<file path="config.mk">
export PLATFORM = sky130hd
export DESIGN_NAME = bqd_merge
export DESIGN_NICKNAME = d
export VERILOG_FILES = /design/src/block_quantized_int8_dot_defines.svh /design/src/bqd_pkg.sv /design/src/bqd_merge.sv
export SDC_FILE = /design/constraint.sdc
export NUM_CORES = 2
export LEC_CHECK = 0
export ABC_AREA = 1
export ABC_CLOCK_PERIOD_IN_PS = 17900
export BUFFER_PORTS_ARGS = -buffer_cell sky130_fd_sc_hd__buf_2
export CORE_ASPECT_RATIO = 2
export CORE_UTILIZATION = 43
export CTS_CLUSTER_SIZE = 24
export DETAILED_ROUTE_END_ITERATION = 8
export SLEW_MARGIN = 20
export SYNTH_ARGS = -nofsm -noshare
export SYNTH_HDL_FRONTEND = slang
export SYNTH_SLANG_ARGS = --single-unit
</file>
<file path="constraint.sdc">
create_clock -name clk -period 17.9 [get_ports clk]
set_clock_uncertainty 0.15 [all_clocks]
set_input_delay 0 -clock clk [delete_from_list [all_inputs] [get_ports clk]]
set_output_delay 0 -clock clk [all_outputs]
set_load 0.1 [all_outputs]
</file>
<file path="src/block_quantized_int8_dot_defines.svh">
// ----------------------------------------------------------------------------
// block_quantized_int8_dot_defines.svh
// Assertion macros shared by the block-quantized int8 dot product RTL.
// Each macro expects clk and rst_n to be in scope.
// ----------------------------------------------------------------------------
`ifndef BLOCK_QUANTIZED_INT8_DOT_DEFINES_SVH
`define BLOCK_QUANTIZED_INT8_DOT_DEFINES_SVH

// Same-cycle implication, checked outside reset.
`define BQD_ASSERT_NOW(lbl, ante, cons, msg) \
  lbl: assert property (@(posedge clk) disable iff (!rst_n) (ante) |-> (cons)) \
    else $error(msg);

// Next-cycle implication, checked outside reset.
`define BQD_ASSERT_NEXT(lbl, ante, cons, msg) \
  lbl: assert property (@(posedge clk) disable iff (!rst_n) (ante) |=> (cons)) \
    else $error(msg);

`endif

</file>
<file path="src/bqd_pkg.sv">
// ----------------------------------------------------------------------------
// bqd_pkg
// Widths, types and lane layout of the block-quantized int8 dot product.
// ----------------------------------------------------------------------------
package bqd_pkg;

  localparam int BLOCK_LEN   = 32;
  localparam int WORD_W      = 64;
  localparam int ELEM_W      = 8;
  localparam int LANE_ELEMS  = WORD_W / ELEM_W;
  localparam int LANE_CNT    = BLOCK_LEN / LANE_ELEMS;
  localparam int SCALE_W     = 16;

  localparam int PROD_W      = 2 * ELEM_W;
  localparam int LANE_SUM_W  = PROD_W + $clog2(LANE_ELEMS);
  localparam int DOT_W       = LANE_SUM_W + $clog2(LANE_CNT);
  localparam int SCL_PROD_W  = 2 * SCALE_W;
  localparam int TERM_W      = DOT_W + SCL_PROD_W;
  localparam int ACC_W       = 64;

  typedef logic signed [LANE_SUM_W-1:0] lane_sum_t;
  typedef logic signed [SCL_PROD_W-1:0] scl_prod_t;
  typedef logic signed [TERM_W-1:0]     term_t;
  typedef logic signed [ACC_W-1:0]      acc_t;

  // Per-stage control that travels alongside the payload.
  typedef struct packed {
    logic valid;
    logic last;
  } stage_ctl_t;

endpackage

</file>
<file path="src/bqd_merge.sv">
// ----------------------------------------------------------------------------
// bqd_merge
// Combine the lane sums into the block dot product, then scale it.
// ----------------------------------------------------------------------------
module bqd_merge
  import bqd_pkg::*;
(
  input  logic       clk,
  input  logic       adv,
  input  lane_sum_t  lane_sum [LANE_CNT],
  input  scl_prod_t  scl_prod,
  output term_t      term
);

  logic signed [DOT_W-1:0] dot_nxt;
  logic signed [DOT_W-1:0] dot_r;
  scl_prod_t               scl_r;
  term_t                   term_r;

  always_comb begin
    dot_nxt = '0;
    for (int i = 0; i < LANE_CNT; i++) begin
      dot_nxt = dot_nxt + DOT_W'(lane_sum[i]);
    end
  end

  // Register the lane sum, then multiply it by the registered scale product into the term register.
  always_ff @(posedge clk) begin
    if (adv) begin
      dot_r  <= dot_nxt;
      scl_r  <= scl_prod;
      term_r <= dot_r * scl_r;
    end
  end

  assign term = term_r;

endmodule

</file>
# Word-level counts from Yosys, hierarchy flattened
# Index checks and enable logic that the tools add are counted.
# W data, S select, Z words.
[classes]
add_sub_neg = 3
mul = 1
[ops]
columns = ["cell", "count"]
rows = [
  ["$mul A21 B32 Y53", 1],
  ["$add A20 B19 Y21", 1],
  ["$add A21 B19 Y21", 1],
  ["$add A19 B19 Y20", 1],
]
[totals]
regBits = 106
word_cells = 7

# Longest topological paths before layout
[depth]
depth_word = 3
mapped_depth = 29

# Least setup slack after synthesis
# Ideal clock, no wire load.
[synth_path]
path_type = "reg-to-reg"
start = "register scl_r[31]"
end = "register term_r[51] (netlist: term[51]), data pin"
setup_ns = 0.253
arrival_ns = 6.152
t_required_ns = 17.497
setup_slack_ns = 11.345
path_stages_with_launch = 27
path_cell_list = "edfxtp_1 clkbuf_1 nand2_1 fa_1 inv_1 fa_1 inv_1 fa_1 inv_1 fa_1 inv_1 fa_1 inv_1 fa_1 inv_1 fa_1 inv_1 ha_1 inv_1 nor3_1 inv_1 nor2_1 nand2_1 nor2_1 nand2_1 nand4_1 nand2_1"
[synth_between]
elab_chain_cells = 1
[synth_lines]
columns = ["item", "line_no", "text"]
rows = [
  ["from (decl)", "bqd_merge.sv:17", "scl_prod_t scl_r;"],
  ["from (signal assigned)", "bqd_merge.sv:31", "scl_r <= scl_prod;"],
  ["$mul A21 B32 Y53", "bqd_merge.sv:32", "term_r <= dot_r * scl_r;"],
  ["to (signal assigned)", "bqd_merge.sv:32", ""],
  ["to (decl)", "bqd_merge.sv:18", "term_t term_r;"],
]
# Every way passes these cells.
# A chain may end at the register's enable or synchronous reset.

# Final worst setup path
[layout_path]
start = "register scl_r[31]"
end = "register term_r[50] (netlist: term[50]), data pin"
# The elaborated chain is that of the path after synthesis.

==> qor.yml <==
outcome:
  status: "finished, final reports clean"
logic_synthesis:
  synth.largest_area_cell: "sky130_fd_sc_hd__fa_1"
  primary_flip_flop_cell_chosen_by_synthesis_mapping: "sky130_fd_sc_hd__edfxtp_1"
  synth_top_area_frac: 0.460
  postSynthCellCount: 3824
  synth_common_cells: "1,234 x sky130_fd_sc_hd__inv_1, 1,068 x sky130_fd_sc_hd__nand2_1, 707 x sky130_fd_sc_hd__fa_1"
  synth.avg_cell_area_sq_um: 8.05
  ys_seq_area_frac: 0.103
  synth_edf_count: 106
  synth_cell_type_count: 29
  area_of_the_mapped_netlist_sq_um: 30800
  synth.ff_latch_count: 106
  ys_top_cells_by_area: "sky130_fd_sc_hd__fa_1 46%, sky130_fd_sc_hd__inv_1 15%, sky130_fd_sc_hd__nand2_1 13%, sky130_fd_sc_hd__edfxtp_1 10%, sky130_fd_sc_hd__ha_1 6.2%"
  synth_nets: 4794
  postSynth.asyncResetShare: 0
  ys_warn_count: 0
  post-synth-top-count-cell: "sky130_fd_sc_hd__inv_1"
sta:
  setup_repair_after_global_routing_missed_its_margin: "false"
  setup_viol_count_final: 0
  fin_setup_tns_ps: 0
  maxSlewViolCount: 0
  min_period_ps: 7470
  finalHoldViolations: 0
  fin_crit_sh: 0.418
  timing.fmax_mhz: 134
  tightest_slew_ps: 1160
  maxSlewHeadroom: 0.225
global_routing:
  grt_first_pass_wirelength_um: 145000
  first_global_vias: 26900
  grt_antenna_before_repair: 0
  track_usage: 0.272
  grt.overflow.total: 0
  grt_start_max_net_pins: 56
placed_design:
  routability_congestion: 0.950
  hpwl_um: 75800
  io_buffer_count: 162
critical_path:
  max_stage_delay_ps: 820
  timing.critical_path.to_type: "flip-flop"
  timing.setup.critical_path_class: "reg2reg"
  crit_end: "term[50]"
  reg2reg_from: "scl_r[31]"
  cp_top_family: "adder cells"
  crit_path_launch: "scl_r[31]"
  cell_with_the_largest_stage_delay_on_the_worst_path: "sky130_fd_sc_hd__fa_1"
  worst_setup_path_start_kind: "flip-flop"
  setup_slack_of_the_worst_register_to_register_path_ps: 10430
  cp_data_arrival_time_ps: 7650
  cp.depth: 26
  crit_path_max_fanout: 21
  required_worst_endpoint_ps: 18080
  timing.critical_path.mode_cell: "sky130_fd_sc_hd__inv_1"
  ff2ff_path_depth: 26
  worstPathBufferInverterCount: 8
  crit-reg2reg-capture: "term[50]"
clock_network:
  clock_insertion_delay_worst_skew_ps: 450
  cts_tree: "built"
  cts-root-to-sink-buffers: 2
  cts.root.buffer_cell: "sky130_fd_sc_hd__clkbuf_16"
  numClockSinks: 106
  clkTransAtPathRegs_ps: 100
  cts_inserted_buffers: 9
  number_of_h_tree_levels: 3
floorplan:
  floorplan.die_area_sq_um: 72700
  chipWidth_um: 191
  core_region_area_sq_um: 70800
  io-pin-count: 163
  placement_rows: 138
  initial_utilization: 0.435
  die_h_um: 380
drt:
  drc_violations_left: 0
  drt_pre_antenna_iters: 5
  wl_per_cell_um: 19.0
  detail_route.vias_per_cell: 4.92
  ant_nets: 0
  drt_first_iter_violations: 1154
  postRouteWirelength_um: 92500
  detailroute.via_count: 23900
final_layout:
  nNetsFinal: 4915
  final_layout_size_suffix_gt1_frac: 0.0724
  area_delta_synth_final_pct: 8.01
  antenna-diode-count: 0
flow_run:
  maxCapViolCount: 0
min_path:
  hold_path_class: "in2reg"
## cell type report
class                           instances  area (sq um)
Clock buffer                            9           225
Clock inverter                          7          95.1
Fill cell                            7245         37500
Inverter                             1249          4690
Multi-Input combinational cell       2342         22400
Sequential cell                       106          3180
Tap cell                              910          1140
Timing Repair Buffer                  237          1480
## logic make-up after synthesis
group / count (synthesis) / synth area share
AO/OA/AOI/OAI: 108 / 0.0189
XOR/XNOR: 58 / 0.0165
adder cells (fa/ha/maj): 860 / 0.522
buffers and inverters: 1376 / 0.168
flip-flops: 106 / 0.103
AND/OR/NAND/NOR: 1316 / 0.171
## worst min-delay path by stage
stage / endpoint / cells after the start / slack (ps) / from
after global placement: scl_r[16] / 1 / 30 / scl_prod[16]
after floorplan: scl_r[0] / 0 / -50 / scl_prod[0]
final: term[52] / 1 / 30 / adv
after detailed placement: scl_r[25] / 1 / 30 / scl_prod[25]
after CTS: dot_r[1] / 4 / 20 / lane_sum[38]
after global routing: term[51] / 1 / 60 / adv
## registers in the layout, summed over array words and instances (netlist names)
register	flops
scl_r	32
dot_r	21
term	53
## per-stage QoR
| step | instance area [sq um] | cells | setup slack [ps] | util | hold WS (ps) |
|---|---|---|---|---|---|
| 2_1_floorplan | 30800 | 3824 | 11350 | - | -51.1 |
| 6_report | 33300 | 4860 | 10430 | 0.470 | 33.4 |
| 3_5_place_dp | 32600 | 4808 | 10350 | 0.460 | 28.4 |
| 5_1_grt | 33300 | 4860 | 10020 | 0.470 | 61.3 |
| 4_1_cts | 33200 | 4859 | 10350 | 0.469 | 24.5 |
| 3_3_place_gp | 32600 | 4808 | 10340 | 0.460 | 26.0 |
## layout by cell type, fill, tap and decap left out, types with 2 or more instances in the layout
cell	count
sky130_fd_sc_hd__fa_1	707
sky130_fd_sc_hd__inv_8	2
sky130_fd_sc_hd__a21oi_1	71
sky130_fd_sc_hd__dlygate4sd3_1	35
sky130_fd_sc_hd__o21ai_0	19
sky130_fd_sc_hd__nor3_2	7
sky130_fd_sc_hd__nand3_1	51
sky130_fd_sc_hd__nor2_4	3
sky130_fd_sc_hd__nand3b_1	3
sky130_fd_sc_hd__edfxtp_1	106
sky130_fd_sc_hd__o21bai_1	8
sky130_fd_sc_hd__nand4_1	25
sky130_fd_sc_hd__inv_2	15
sky130_fd_sc_hd__clkinv_4	2
sky130_fd_sc_hd__a31oi_1	3
sky130_fd_sc_hd__nor3_1	15
sky130_fd_sc_hd__ha_1	153
sky130_fd_sc_hd__buf_2	161
sky130_fd_sc_hd__a21boi_0	2
sky130_fd_sc_hd__a21o_1	3
sky130_fd_sc_hd__nor2_2	20
sky130_fd_sc_hd__xnor2_1	17
sky130_fd_sc_hd__clkbuf_16	9
sky130_fd_sc_hd__nand3_2	2
sky130_fd_sc_hd__or2_2	7
sky130_fd_sc_hd__nand2_1	1068
sky130_fd_sc_hd__inv_1	1234
sky130_fd_sc_hd__nand2_2	13
sky130_fd_sc_hd__buf_4	40
sky130_fd_sc_hd__nor2_1	101
sky130_fd_sc_hd__xor2_1	41
## repair_timing
item,in CTS,in global routing
hold buffers,35,0
gates resized for setup,0,0
endpoints found under the setup margin,0,0
setup buffers,0,0
hold endpoints to repair,34,0
## per-layer routing
layer / share of wire / vias up / GRT usage
li1: - / 10900 / -
met4: 0.093 / 0 / 0.217
met1: 0.30 / 11900 / 0.244
met2: 0.57 / 744 / 0.533
met5: 0 / - / 0
met3: 0.037 / 347 / 0.0248
Power is left out: the tool's default activity adds up to more than one toggle a clock period on the data nets, which glitch-free logic cannot reach.
