File: src/block_quantized_int8_dot_defines.svh
// ----------------------------------------------------------------------------
// block_quantized_int8_dot_defines.svh
// Assertion macros shared by the block-quantized int8 dot product RTL.
// Each macro expects clk and rst_n to be in scope.
// ----------------------------------------------------------------------------
`ifndef BLOCK_QUANTIZED_INT8_DOT_DEFINES_SVH
`define BLOCK_QUANTIZED_INT8_DOT_DEFINES_SVH

// Same-cycle implication, checked outside reset.
`define BQD_ASSERT_NOW(lbl, ante, cons, msg) \
  lbl: assert property (@(posedge clk) disable iff (!rst_n) (ante) |-> (cons)) \
    else $error(msg);

// Next-cycle implication, checked outside reset.
`define BQD_ASSERT_NEXT(lbl, ante, cons, msg) \
  lbl: assert property (@(posedge clk) disable iff (!rst_n) (ante) |=> (cons)) \
    else $error(msg);

`endif

File: src/bqd_pkg.sv
// ----------------------------------------------------------------------------
// bqd_pkg
// Widths, types and lane layout of the block-quantized int8 dot product.
// ----------------------------------------------------------------------------
package bqd_pkg;

  localparam int BLOCK_LEN   = 32;
  localparam int WORD_W      = 64;
  localparam int ELEM_W      = 8;
  localparam int LANE_ELEMS  = WORD_W / ELEM_W;
  localparam int LANE_CNT    = BLOCK_LEN / LANE_ELEMS;
  localparam int SCALE_W     = 16;

  localparam int PROD_W      = 2 * ELEM_W;
  localparam int LANE_SUM_W  = PROD_W + $clog2(LANE_ELEMS);
  localparam int DOT_W       = LANE_SUM_W + $clog2(LANE_CNT);
  localparam int SCL_PROD_W  = 2 * SCALE_W;
  localparam int TERM_W      = DOT_W + SCL_PROD_W;
  localparam int ACC_W       = 64;

  typedef logic signed [LANE_SUM_W-1:0] lane_sum_t;
  typedef logic signed [SCL_PROD_W-1:0] scl_prod_t;
  typedef logic signed [TERM_W-1:0]     term_t;
  typedef logic signed [ACC_W-1:0]      acc_t;

  // Per-stage control that travels alongside the payload.
  typedef struct packed {
    logic valid;
    logic last;
  } stage_ctl_t;

endpackage

File: src/bqd_accum.sv
// ----------------------------------------------------------------------------
// bqd_accum
// Saturating 64-bit accumulator with clip flag and the result register.
// ----------------------------------------------------------------------------
`include "block_quantized_int8_dot_defines.svh"

module bqd_accum
  import bqd_pkg::*;
(
  input  logic        clk,
  input  logic        rst_n,
  input  logic        adv,
  input  stage_ctl_t  s3_ctl,
  input  term_t       term,
  output logic        out_valid,
  output acc_t        out_dot_value,
  output logic        out_saturated
);

  localparam acc_t ACC_MAX = {1'b0, {(ACC_W-1){1'b1}}};
  localparam acc_t ACC_MIN = {1'b1, {(ACC_W-1){1'b0}}};

  acc_t             sum_r;
  logic             clip_r;
  logic             out_valid_r;
  acc_t             out_dot_value_r;
  logic             out_saturated_r;

  logic [ACC_W:0]   sum_ext;
  logic             ovf;
  acc_t             sum_nxt;
  logic             clip_nxt;
  logic             emit;

  assign sum_ext  = {sum_r[ACC_W-1], sum_r} + (ACC_W+1)'(term);
  assign ovf      = sum_ext[ACC_W] ^ sum_ext[ACC_W-1];
  assign sum_nxt  = ovf ? (sum_ext[ACC_W] ? ACC_MIN : ACC_MAX) : acc_t'(sum_ext[ACC_W-1:0]);
  assign clip_nxt = clip_r | ovf;
  assign emit     = s3_ctl.valid & s3_ctl.last;

  always_ff @(posedge clk) begin
    if (!rst_n) begin
      sum_r       <= '0;
      clip_r      <= 1'b0;
      out_valid_r <= 1'b0;
    end else if (adv) begin
      out_valid_r <= emit;
      if (emit) begin
        sum_r  <= '0;
        clip_r <= 1'b0;
      end else if (s3_ctl.valid) begin
        sum_r  <= sum_nxt;
        clip_r <= clip_nxt;
      end
    end
  end

  always_ff @(posedge clk) begin
    if (adv && emit) begin
      out_dot_value_r <= sum_nxt;
      out_saturated_r <= clip_nxt;
    end
  end

  assign out_valid     = out_valid_r;
  assign out_dot_value = out_dot_value_r;
  assign out_saturated = out_saturated_r;

  `BQD_ASSERT_NEXT(a_clear_after_last, adv && emit, (sum_r == '0) && !clip_r, "sum not cleared after last block")
  `BQD_ASSERT_NEXT(a_hold_when_blocked, !adv, $stable(sum_r) && $stable(clip_r), "accumulator moved while blocked")
  `BQD_ASSERT_NEXT(a_result_only_on_last, adv && !emit, !out_valid_r, "result raised without a last block")

endmodule
File: config.mk
export PLATFORM = sky130hd
export DESIGN_NAME = bqd_accum
export DESIGN_NICKNAME = d
export VERILOG_FILES = /design/src/bqd_pkg.sv /design/src/bqd_accum.sv
export VERILOG_INCLUDE_DIRS = /design/src /design/src/src
export SDC_FILE = /design/constraint.sdc
export NUM_CORES = 1
export LEC_CHECK = 0
export BUFFER_PORTS_ARGS = -buffer_cell sky130_fd_sc_hd__buf_2
export CAP_MARGIN = 10
export CORE_MARGIN = 3
export CORE_UTILIZATION = 40
export CTS_CLUSTER_SIZE = 14
export DETAILED_ROUTE_END_ITERATION = 7
export GPL_ROUTABILITY_DRIVEN = 0
export PLACE_DENSITY = 0.6
export SYNTH_ARGS = -nofsm -noshare
export SYNTH_HDL_FRONTEND = slang
export SYNTH_SLANG_ARGS = --single-unit
File: constraint.sdc
create_clock -name clk -period 3.24 [get_ports clk]
set_clock_uncertainty 0.15 [all_clocks]
set_input_delay 0.324 -clock clk [delete_from_list [all_inputs] [get_ports clk]]
set_output_delay 0.324 -clock clk [all_outputs]
set_load 0.05 [all_outputs]
### Yosys cells after proc, flatten, opt, wreduce, memory -nomap -nowiden

Index checks and enable logic that the tools add are counted.

* register bits: 131
* bits of input ports: 58
* output and inout bits: 66
* word-level logic and storage cells: 18

* add/sub/neg operators: 1
* mux-type cells: 6
* bitwise operators: 3
* reduce and logical (&&, ||, !) cells: 3

Operators with widths (count)
* $mux 64: 4
* $add 64x53->65: 1
* $mux 1: 2
* $reduce_and 2->1: 1
* $reduce_bool 2->1: 1
* $and 1x1->1: 1
* $logic_and 1x1->1: 1
* $or 1x1->1: 1
* $xor 1x1->1: 1

### Logic depth before layout (Yosys ltp)

Gate-level depths: netlist (run 1).

* depth after elaboration: 5
* mapped depth: 15
* depth with buffers taken out: 13

### Least setup slack after synthesis (run 1)

OpenSTA, ideal clock, no wires.

* path kind: input to register
* start point: in term[0]
* end point: reg out_dot_value_r[49] (netlist: out_dot_value[49]) (data pin)
* library setup time: 0.267 ns
* arrival: 2.812 ns
* required time: 2.823 ns
* path slack: 0.011 ns
* stages on the path: 14
* buffers on the path: 2
* path through: ha_1 inv_1 fa_1 nand2b_1 a21oi_1 o21ai_1 a211oi_2 o32ai_2 a21o_2 and2_4 mux2i_4 buf_2 buf_2 o21ai_0

* cells in the longest elaborated chain, start to end: 3
* elaborated cells on any way between the ends: 4
* classes of those cells: add/sub: 1; mux: 2; bitwise: 1

RTL lines
* start: declaration: RTL line bqd_accum.sv:14 `input term_t term,`
* $add 64x53->65 *: RTL line bqd_accum.sv:35 `assign sum_ext = {sum_r[ACC_W-1], sum_r} + (ACC_W+1)'(term);`
* $mux 64 or $xor 1x1->1 (tied branches): RTL line bqd_accum.sv:37, bqd_accum.sv:36
* $mux 64 *: RTL line bqd_accum.sv:37 `assign sum_nxt = ovf ? (sum_ext[ACC_W] ? ACC_MIN : ACC_MAX) : acc_t'(sum_ext[ACC_W-1:0]);`
* named net sum_nxt[49]: RTL line bqd_accum.sv:31 `acc_t sum_nxt;`
* end signal: assignment: RTL line bqd_accum.sv:60 `out_dot_value_r <= sum_nxt;`
* end: declaration: RTL line bqd_accum.sv:26 `acc_t out_dot_value_r;`

The timed path passes the listed nets; every way through them passes the cells marked *.
A chain may end at the register's enable or synchronous reset.

### Worst setup path after layout (run 1)

* start point: reg sum_r[19]
* end point: reg sum_r[61]

* cells in the longest elaborated chain, start to end: 5
* elaborated cells on any way between the ends: 6
* classes of those cells: add/sub: 1; mux: 4; bitwise: 1

RTL lines
* start: declaration: RTL line bqd_accum.sv:23 `acc_t sum_r;`
* start signal: assignment: RTL line bqd_accum.sv:52 `sum_r <= sum_nxt;`
* $add 64x53->65 *: RTL line bqd_accum.sv:35
* $mux 64 or $xor 1x1->1 (tied branches): RTL line bqd_accum.sv:37, bqd_accum.sv:36
* $mux 64 *: RTL line bqd_accum.sv:37
* named net sum_nxt[61]: RTL line bqd_accum.sv:31
* $mux 64 *: RTL line bqd_accum.sv:51 `end else if (s3_ctl.valid) begin`
* $mux 64 *: RTL line bqd_accum.sv:48 `if (emit) begin`

The timed path passes the listed nets; every way through them passes the cells marked *. The select of a mux whose other input is x is not followed.

==> results of run 1 <==
==> cells in the final DEF, fill, tap and decap left out, types with 4 or more instances in the layout <==
cell type	n
nor3_1	10
o21a_1	6
o21ai_1	44
ha_2	4
xnor2_1	30
buf_12	11
o21ai_0	65
a21o_1	19
inv_1	17
dfxtp_1	62
ha_4	9
o211ai_1	23
o21ai_2	7
nand4_1	24
o211ai_2	40
a21oi_2	10
a21oi_4	5
nand2_1	117
a31oi_1	6
buf_4	176
nor3_2	5
ha_1	51
nand2b_1	7
dfxtp_2	4
edfxtp_1	65
a22o_1	7
a21oi_1	77
nand3_1	13
xor2_1	31
clkinvlp_4	4
nor2_1	43
a21boi_0	5
a211oi_1	5
and3_1	5
nor2b_1	4
clkbuf_16	21
buf_2	123
o21bai_1	12
==> power by group through the flow <==
stage          Clock [mW]  Sequential, mW  Combinational, mW
6_report             1.94            1.86               1.14
3_3_place_gp            0            1.89               1.04
2_1_floorplan           0            2.00              0.545
5_1_grt              2.04            1.86               1.24
3_5_place_dp            0            1.89               1.05
4_1_cts              1.96            1.86               1.08
==> area by class of cell <==
type / count / area [µm²]
fillers: 1873 / 9090
multi-input cells: 756 / 5550
flip-flops and latches: 131 / 3280
repair buffers: 321 / 2370
clock buffers: 18 / 439
well taps: 275 / 344
clock inverters: 14 / 138
inverters: 20 / 75.1
==> stage by stage <==
stage,worst slack (ns),TNS [ns],power [mW],instances,hold slack (ns)
finish,-0.0284,-0.0453,4.94,1535,0.0512
global route,-0.173,-14.37,5.14,1535,0.0841
CTS,-0.00364,-0.00364,4.89,1520,0.0339
detailed placement,-0.299,-22.05,2.94,1475,0.307
global placement,-0.242,-13.82,2.93,1475,0.308
floorplan,0.0108,0,2.54,962,0.279
==> critical path: cells and delay by family (launching register included) <==
family / cells / cell delay [ns]
xor+xnor: 1 / 0.09
compound gates: 4 / 0.90
fa+ha+maj: 1 / 0.39
buf+inv: 4 / 0.74
flops: 1 / 0.32
simple gates: 4 / 0.62
==> routing by layer <==
metal  track usage [%]  share of wire, %
met1              30.7                45
met2              38.2                48
met3              3.41               5.2
met4              6.56               1.8
met5                 0                 0
==> state kept, by name, summed over array words and instances, names as in the netlist <==
| register | flops |
|---|---|
| clip_r | 1 |
| out_saturated | 1 |
| out_dot_value | 64 |
| out_valid | 1 |
| sum_r | 64 |
==> worst max-delay path by stage <==
stage               slack [ns]  cells after the start                          end
detailed placement       -0.30                     13  out_dot_value[59]$_DFFE_PP_
global route             -0.17                     13       sum_r[10]$_SDFFE_PN0P_
CTS                     -0.004                     13  out_dot_value[59]$_DFFE_PP_
finish                   -0.03                     14       sum_r[61]$_SDFFE_PN0P_
floorplan                 0.01                     14  out_dot_value[49]$_DFFE_PP_
global placement         -0.24                     14       sum_r[61]$_SDFFE_PN0P_
==> cells by family after synthesis <==
group / after synthesis
multiplexers: 2
AND/OR/NAND/NOR: 259
buffers and inverters: 75
flip-flops: 131
XOR/XNOR: 62
AO/OA/AOI/OAI: 368
adder cells (fa/ha/maj): 65
==> timing repair <==
| action | in CTS | in global routing |
|---|---|---|
| cloned | 3 | 4 |
| buffers inserted | 9 | 14 |
| hold endpoints to repair | 1 | 0 |
| hold buffers | 1 | 0 |
| pin swaps | 20 | 30 |
| gates resized for setup | 42 | 96 |
| endpoints found under the setup margin | 126 | 127 |
==> results.json, run 1 <==
{
  "p_seq_share_pct": 37.6,
  "clkTransAtPathRegs_ns": 0.06,
  "synthTopCellsByCount": "nand2_1 (119), o21ai_0 (106), a21oi_1 (88), dfxtp_1 (66), edfxtp_1 (65)",
  "peakVddDrop_v": 0.000290,
  "numPortBuffers": 123,
  "fmax_mhz": 306,
  "initial_core_util_pct": 41.3,
  "ys_types": 69,
  "min_from": "s3_ctl[1]",
  "synth.cell_area_um2": 8780,
  "rsz0062_at_grt": "yes",
  "syn_nets": 1085,
  "maxSlewViolCount": 0,
  "htreeDepth": 4,
  "critPathMaxStageDelay_ns": 0.39,
  "clock_sinks": 131,
  "critPathArrivalTime_ns": 3.49,
  "design_area_um2": 12200,
  "drc_errors": 0,
  "min_delay_path_depth": 3,
  "final-hold-violation-count": 0,
  "fin_crit_sh_pct": 101,
  "p_int_mw": 3.44,
  "area_delta_synth_final_pct": 38.9,
  "synthAdderAreaFrac_pct": 9.34,
  "ant_nets": 0,
  "die_w_um": 154,
  "p_sw_mw": 1.49,
  "synthFlopType": "dfxtp_1",
  "worst_slew_pin_slew_ns": 0.700,
  "ff2ff_path_depth": 14,
  "worst-setup-path-type": "flip-flop to flip-flop",
  "slew_headroom_pct": 53.3,
  "dieArea_um2": 23800,
  "startpoint": "sum_r[19]$_SDFFE_PN0P_",
  "fp.dieH_um": 154,
  "yosys.area.top_type_share_pct": 22.2,
  "failed_checks": "negative setup slack",
  "finalWorstSetupSlack_ns": -0.0284,
  "yosysTopAreaCell": "edfxtp_1",
  "reg2reg_slack_ns": -0.03,
  "drt_iter0_markers": 615,
  "crit_fanout": 8,
  "drt_pass1_iterations": 5,
  "hold_end": "clip_r$_SDFFE_PN0P_",
  "antenna_found_initial": 0,
  "setup_viol": 3,
  "max_cap_viol_count": 0,
  "yosysMostFrequentCell": "nand2_1",
  "yosysWarningCount": 0,
  "final_util_pct": 57.3,
  "wl_per_cell_um": 18.3,
  "rr_endpoint": "sum_r[61]$_SDFFE_PN0P_",
  "worstPathRequired_ns": 3.46,
  "yosys.area_share.simple_pct": 13.7,
  "antenna_cells": 0,
  "synth_xor_area_share_pct": 6.18,
  "vias": 8536,
  "cts_tree": "built",
  "async_flop_share_pct": 0,
  "fp.coreArea_um2": 21300,
  "grt_pass1_wl_um": 44100,
  "path_common_cell": "buf_4",
  "grt_usage_pct": 22.8,
  "avgSynthCellArea_um2": 9.13,
  "powerDensity_nw_per_um2": 405,
  "grt_start_max_net_pins": 42,
  "viasPerCell": 5.56,
  "start_kind": "flip-flop",
  "drive_gt1_share_pct": 38.6,
  "status": "finished with violations",
  "power_leakage_nw": 5.33,
  "grt-ovfl-total": 0,
  "worstSetupEndpointType": "flip-flop",
  "dp_hpwl_um": 20300,
  "synthTopCellsByArea": "edfxtp_1 (22%), dfxtp_1 (15%), ha_1 (9.1%)",
  "final_nets": 1370,
  "clock_latency_ns": 0.43,
  "r2r-start": "sum_r[19]$_SDFFE_PN0P_",
  "hp-class": "input pin to flip-flop",
  "cts_buffer_depth": 2,
  "synth_edf_count": 65,
  "synth_top_family_by_area": "compound AO/OA/AOI/OAI gates",
  "layout_min_cycle_time_ns": 3.27,
  "wirelength_um": 28100,
  "cts_buffers": 17,
  "swShare_pct": 30.3,
  "cpMaxStageDelayCell": "ha_2",
  "grt_pass1_vias": 8476,
  "synth_compound_area_share_pct": 28.8,
  "power.share.combinational_pct": 23.1,
  "clockRootBuffer": "clkbuf_16",
  "path_cells": "ha_2, nand4_1, nor3_2, buf_4, nand4_1, buf_4, a21oi_4, nor2_2, a21oi_4, xnor2_1, buf_4, buf_4, o31ai_2, a22o_1",
  "synthMuxAreaShare_pct": 0.427,
  "dpl-instance-area_um2": 10800,
  "synth-seq-area-share_pct": 37.3,
  "synthCells": 962,
  "rows": 53,
  "clkPwrFrac_pct": 39.3,
  "synth_seq_cells": 131,
  "pin_count": 124
}
(Power assumes the default switching activity.)
==> run 2, diff against run 1 <==
--- a/config.mk
+++ b/config.mk
@@ -6,14 +6,17 @@
 export SDC_FILE = /design/constraint.sdc
 export NUM_CORES = 1
 export LEC_CHECK = 0
+export ABC_CLOCK_PERIOD_IN_PS = 3240
 export BUFFER_PORTS_ARGS = -buffer_cell sky130_fd_sc_hd__buf_2
 export CAP_MARGIN = 10
+export CELL_PAD_IN_SITES_DETAIL_PLACEMENT = 1
+export CELL_PAD_IN_SITES_GLOBAL_PLACEMENT = 1
 export CORE_MARGIN = 3
 export CORE_UTILIZATION = 40
 export CTS_CLUSTER_SIZE = 14
 export DETAILED_ROUTE_END_ITERATION = 7
 export GPL_ROUTABILITY_DRIVEN = 0
-export PLACE_DENSITY = 0.6
+export PLACE_DENSITY = 0.76
 export SYNTH_ARGS = -nofsm -noshare
 export SYNTH_HDL_FRONTEND = slang
 export SYNTH_SLANG_ARGS = --single-unit
==> results.json, run 2 (synthesis results as in run 1) <==
{
  "grt_pass1_wl_um": 58500,
  "cpMaxStageDelayCell": "nor4_1",
  "maxSlewViolCount": 0,
  "r2r-start": "sum_r[22]$_SDFFE_PN0P_",
  "dp_hpwl_um": 23200,
  "antenna_found_initial": 0,
  "grt-ovfl-total": 0,
  "slew_headroom_pct": 49.6,
  "layout_min_cycle_time_ns": 3.63,
  "holdWs_ns": 0.0371,
  "ant_nets": 0,
  "die_w_um": 154,
  "initial_core_util_pct": 41.3,
  "vias": 10307,
  "rows": 53,
  "dieArea_um2": 23800,
  "hp-class": "input pin to flip-flop",
  "viasPerCell": 6.51,
  "clockRootBuffer": "clkbuf_16",
  "fp.coreArea_um2": 21300,
  "final_nets": 1419,
  "worst_slew_pin_slew_ns": 0.756,
  "final-hold-violation-count": 0,
  "wirelength_um": 45400,
  "pin_count": 124,
  "clkTransAtPathRegs_ns": 0.07,
  "finalWorstSetupSlack_ns": -0.393,
  "drt_iter0_markers": 957,
  "critPathMaxStageDelay_ns": 0.49,
  "crit_fanout": 9,
  "grt_usage_pct": 31.3,
  "powerDensity_nw_per_um2": 406,
  "setup_viol": 129,
  "fmax_mhz": 275,
  "cp_num_buf_inv": 5,
  "numPortBuffers": 123,
  "power_leakage_nw": 5.74,
  "grt_start_max_net_pins": 46,
  "worstSetupEndpointType": "flip-flop",
  "path_common_cell": "buf_12",
  "rsz0062_at_grt": "yes",
  "crit_family": "compound AO/OA/AOI/OAI gates",
  "cts_buffers": 17,
  "status": "finished with violations",
  "area_delta_synth_final_pct": 51.8,
  "cts_buffer_depth": 2,
  "grt_pass1_vias": 10343,
  "critPathArrivalTime_ns": 3.68,
  "drive_gt1_share_pct": 46.8,
  "hold_end": "clip_r$_SDFFE_PN0P_",
  "final_common_cell": "buf_4",
  "htreeDepth": 4,
  "failed_checks": "negative setup slack",
  "worstPathRequired_ns": 3.29,
  "path_cells": "ha_4, buf_4, nand2_1, nor4_1, a21oi_1, o21ai_2, o32ai_2, a21o_2, and2_4, mux2i_4, buf_6, buf_12, buf_12, buf_16, o21ai_1",
  "antenna_cells": 0,
  "drc_errors": 0,
  "final_cell_mix": "buf_4 (204), buf_2 (123), nand2_1 (116), a21oi_1 (67), edfxtp_1 (65)",
  "start_kind": "flip-flop",
  "fp.dieH_um": 154,
  "wl_per_cell_um": 28.7,
  "max_cap_viol_count": 0,
  "seq_area_um2": 3280,
  "instances_no_fill": 1584,
  "ff2ff_path_depth": 15,
  "reg2reg_slack_ns": -0.39,
  "multi_input_area_um2": 6080,
  "min_delay_path_depth": 3,
  "cts_tree": "built",
  "peakVddDrop_v": 0.000341,
  "clock_latency_ns": 0.47,
  "rr_endpoint": "out_dot_value[36]$_DFFE_PP_",
  "drt_pass1_iterations": 5,
  "placedCellCount": 1512,
  "final_util_pct": 62.7,
  "fin_crit_sh_pct": 112,
  "worst-setup-path-type": "flip-flop to flip-flop",
  "min_from": "adv",
  "clock_sinks": 131,
  "fillers": 2334
}
run 2: cell count changes in the layout (fill, tap and decap cells not counted), sizes merged:
cell	delta
clkinvlp	-1
clkinv	-1
buf	+50
inv	+1
bufinv	+1
clkbuf	-1
run 2: what timing repair did:
item | in CTS | in global routing
gates cloned | 8 | 3
pin swaps | 28 | 35
resized for setup | 127 | 146
setup buffers | 14 | 17
endpoints found under the setup margin | 129 | 129
hold buffers | 1 | 0
hold endpoints to repair | 1 | 0
run 2: routing by layer:
layer  global-route usage (%)  part of all wire [%]  up-vias
li1                         -                     -     4274
met1                     36.3                    37     5075
met2                     54.5                    49      704
met3                     6.88                   7.4      254
met4                     15.9                   6.7        0
met5                        0                     0        -
run 2: metrics by stage:
stage                     TNS (ns)  setup slack (ns)  power, mW  cell area (µm²)
final                       -37.25            -0.393       5.42            13300
after global routing        -48.05            -0.484       5.55            13300
after CTS                    -5.74            -0.109       5.12            12500
after detailed placement    -36.31            -0.368       3.02            11100
after global placement      -20.59            -0.373       2.98            11100
after floorplan                  0            0.0108       2.54             8780
run 2: power by group:
group / leakage (nW) / internal, mW / switching, mW
logic: 4.31 / 0.575 / 0.875
clock network: 0.285 / 1.22 / 0.875
registers: 1.14 / 1.83 / 0.0376
run 2: worst max-delay path by stage:
stage	depth (start not counted)	from	slack, ns	endpoint
final	15	sum_r[22]$_SDFFE_PN0P_	-0.39	out_dot_value[36]$_DFFE_PP_
after global routing	15	sum_r[51]$_SDFFE_PN0P_	-0.48	out_dot_value[36]$_DFFE_PP_
after CTS	14	sum_r[0]$_SDFFE_PN0P_	-0.11	out_dot_value[62]$_DFFE_PP_
after detailed placement	13	term[17]	-0.37	out_dot_value[62]$_DFFE_PP_
after global placement	13	term[9]	-0.37	out_dot_value[62]$_DFFE_PP_
after floorplan	14	term[0]	0.01	out_dot_value[49]$_DFFE_PP_
run 2: area by class of cell:
type | instances | area share [%]
multi-input cells | 756 | 45.6
flip-flops and latches | 131 | 24.6
repair buffers | 370 | 22.1
clock buffers | 18 | 3.29
well taps | 275 | 2.58
clock inverters | 14 | 1.20
inverters | 20 | 0.563
run 2: tightest hold or removal path, stage by stage:
cell     delay (ns)
buf_2          0.12
a31oi_1        0.09
nor2_1         0.08
==> run 3, diff against run 2 <==
--- a/config.mk
+++ b/config.mk
@@ -11,6 +11,7 @@
 export CAP_MARGIN = 10
 export CELL_PAD_IN_SITES_DETAIL_PLACEMENT = 1
 export CELL_PAD_IN_SITES_GLOBAL_PLACEMENT = 1
+export CORE_ASPECT_RATIO = 0.6
 export CORE_MARGIN = 3
 export CORE_UTILIZATION = 40
 export CTS_CLUSTER_SIZE = 14
==> results.json, run 3 (synthesis results as in run 1) <==
{
  "critPathArrivalTime_ns": 3.86,
  "worst_slew_pin_slew_ns": 0.698,
  "final_common_cell": "buf_4",
  "min_delay_path_depth": 3,
  "drive_gt1_share_pct": 46.4,
  "clkTransAtPathRegs_ns": 0.07,
  "hp-class": "input pin to flip-flop",
  "worstPathRequired_ns": 3.45,
  "final-hold-violation-count": 0,
  "final_cell_mix": "buf_4 (227), buf_2 (123), nand2_1 (114), edfxtp_1 (65), a21oi_1 (61)",
  "drt_pass1_iterations": 6,
  "initial_core_util_pct": 41.3,
  "tns_ns": -39.76,
  "viasPerCell": 6.25,
  "rsz0062_at_grt": "yes",
  "fin_crit_sh_pct": 113,
  "start_kind": "flip-flop",
  "grt_busiest_layer": "met2",
  "maxSlewViolCount": 0,
  "dp_hpwl_um": 26300,
  "grt_pass1_vias": 9844,
  "htreeDepth": 4,
  "setup_viol": 128,
  "power_mw": 5.17,
  "grt-ovfl-total": 0,
  "r2r-start": "sum_r[58]$_SDFFE_PN0P_",
  "die_w_um": 197,
  "grt_pass1_wl_um": 55800,
  "fmax_mhz": 274,
  "drc_errors": 0,
  "layout_min_cycle_time_ns": 3.65,
  "dieArea_um2": 23800,
  "antenna_found_initial": 0,
  "clock_latency_ns": 0.45,
  "startpoint": "sum_r[58]$_SDFFE_PN0P_",
  "clock_sinks": 131,
  "status": "finished with violations",
  "met2_usage_pct": 45.4,
  "grt_usage_pct": 30.6,
  "crit_fanout": 7,
  "cts_buffers": 17,
  "fp.coreArea_um2": 21300,
  "final_nets": 1440,
  "wirelength_um": 43600,
  "gr-usage-met1_pct": 43.7,
  "grt_use_met3_pct": 7.96,
  "grt_start_max_net_pins": 35,
  "numPortBuffers": 123,
  "cts_tree": "built",
  "worst-setup-path-type": "flip-flop to flip-flop",
  "wl_per_cell_um": 27.1,
  "pin_count": 124,
  "power_leakage_nw": 5.78,
  "failed_checks": "negative setup slack",
  "cts_buffer_depth": 2,
  "worstSetupEndpointType": "flip-flop",
  "rows": 41,
  "drt_iter0_markers": 1086,
  "ff2ff_path_depth": 15,
  "fp.dieH_um": 121,
  "vias": 10065,
  "max_cap_viol_count": 0,
  "min_from": "adv",
  "area_delta_synth_final_pct": 51.2,
  "slew_headroom_pct": 53.5,
  "powerDensity_nw_per_um2": 389,
  "ant_nets": 0,
  "peakVddDrop_v": 0.000384,
  "clockRootBuffer": "clkbuf_16",
  "finalWorstSetupSlack_ns": -0.408
}
## run 3: cell types whose count changed in the layout (fill, tap and decap cells not counted), sizes merged
cell      previous run  this run
buf                366       383
clkbuf              21        28
bufinv               3         1
clkinv               6         8
inv                 22        20
clkinvlp             3         2
diode                0         1
## run 3: layout make-up
type	instances	area [µm²]
Multi-Input combinational cell	756	6000
Clock inverter	11	88.8
Antenna cell	1	2.50
Timing Repair Buffer	391	3030
Sequential cell	131	3290
Tap cell	279	349
Fill cell	2371	8010
Clock buffer	21	450
Inverter	20	75.1
## run 3: repair_timing
action,4_1_cts,5_1_grt
gates cloned,2,7
buffers inserted,25,25
gates resized for setup,84,159
hold buffers,1,0
endpoints found under the setup margin,129,130
pin swaps,24,42
endpoints found under the hold margin,1,0
## run 3: final timing paths
path / slack, ns / endpoint
min reg2reg: 0.32 / sum_r[44]$_SDFFE_PN0P_
max: -0.41 / sum_r[52]$_SDFFE_PN0P_
max reg2reg: -0.41 / sum_r[52]$_SDFFE_PN0P_
min: 0.09 / clip_r$_SDFFE_PN0P_
## run 3: power breakdown
part | internal [mW] | leakage, nW | switching (mW) | total [mW]
Combinational | 0.572 | 4.38 | 0.868 | 1.44
Clock | 1.06 | 0.266 | 0.800 | 1.86
Sequential | 1.83 | 1.14 | 0.0392 | 1.87
## run 3: per-stage QoR
step	util [%]	setup WS (ns)	std cells	hold WS [ns]	area, µm²
4_1_cts	58.0	-0.0187	1582	0.0592	12400
6_report	62.4	-0.408	1610	0.0905	13300
3_3_place_gp	52.5	-0.447	1523	0.302	11200
2_1_floorplan	-	0.0108	962	0.279	8780
5_1_grt	62.4	-0.437	1609	0.126	13300
3_5_place_dp	52.5	-0.520	1523	0.315	11200
## run 3: critical path, stage by stage (launching register included)
cell,delay [ns]
dfxtp_1,0.32
ha_1,0.50
nand2_1,0.21
o21ai_1,0.47
nor2_1,0.14
nor3_1,0.22
a21oi_1,0.14
a21o_2,0.23
buf_4,0.17
nor2_4,0.15
mux2i_4,0.09
buf_4,0.16
nand2b_4,0.16
buf_12,0.16
buf_12,0.15
o211ai_1,0.11
## run 3: per-layer routing
metal,up-vias,share of wire (%)
li1,4303,-
met1,5004,43
met2,603,44
met3,155,9.0
met4,0,3.8
met5,-,0
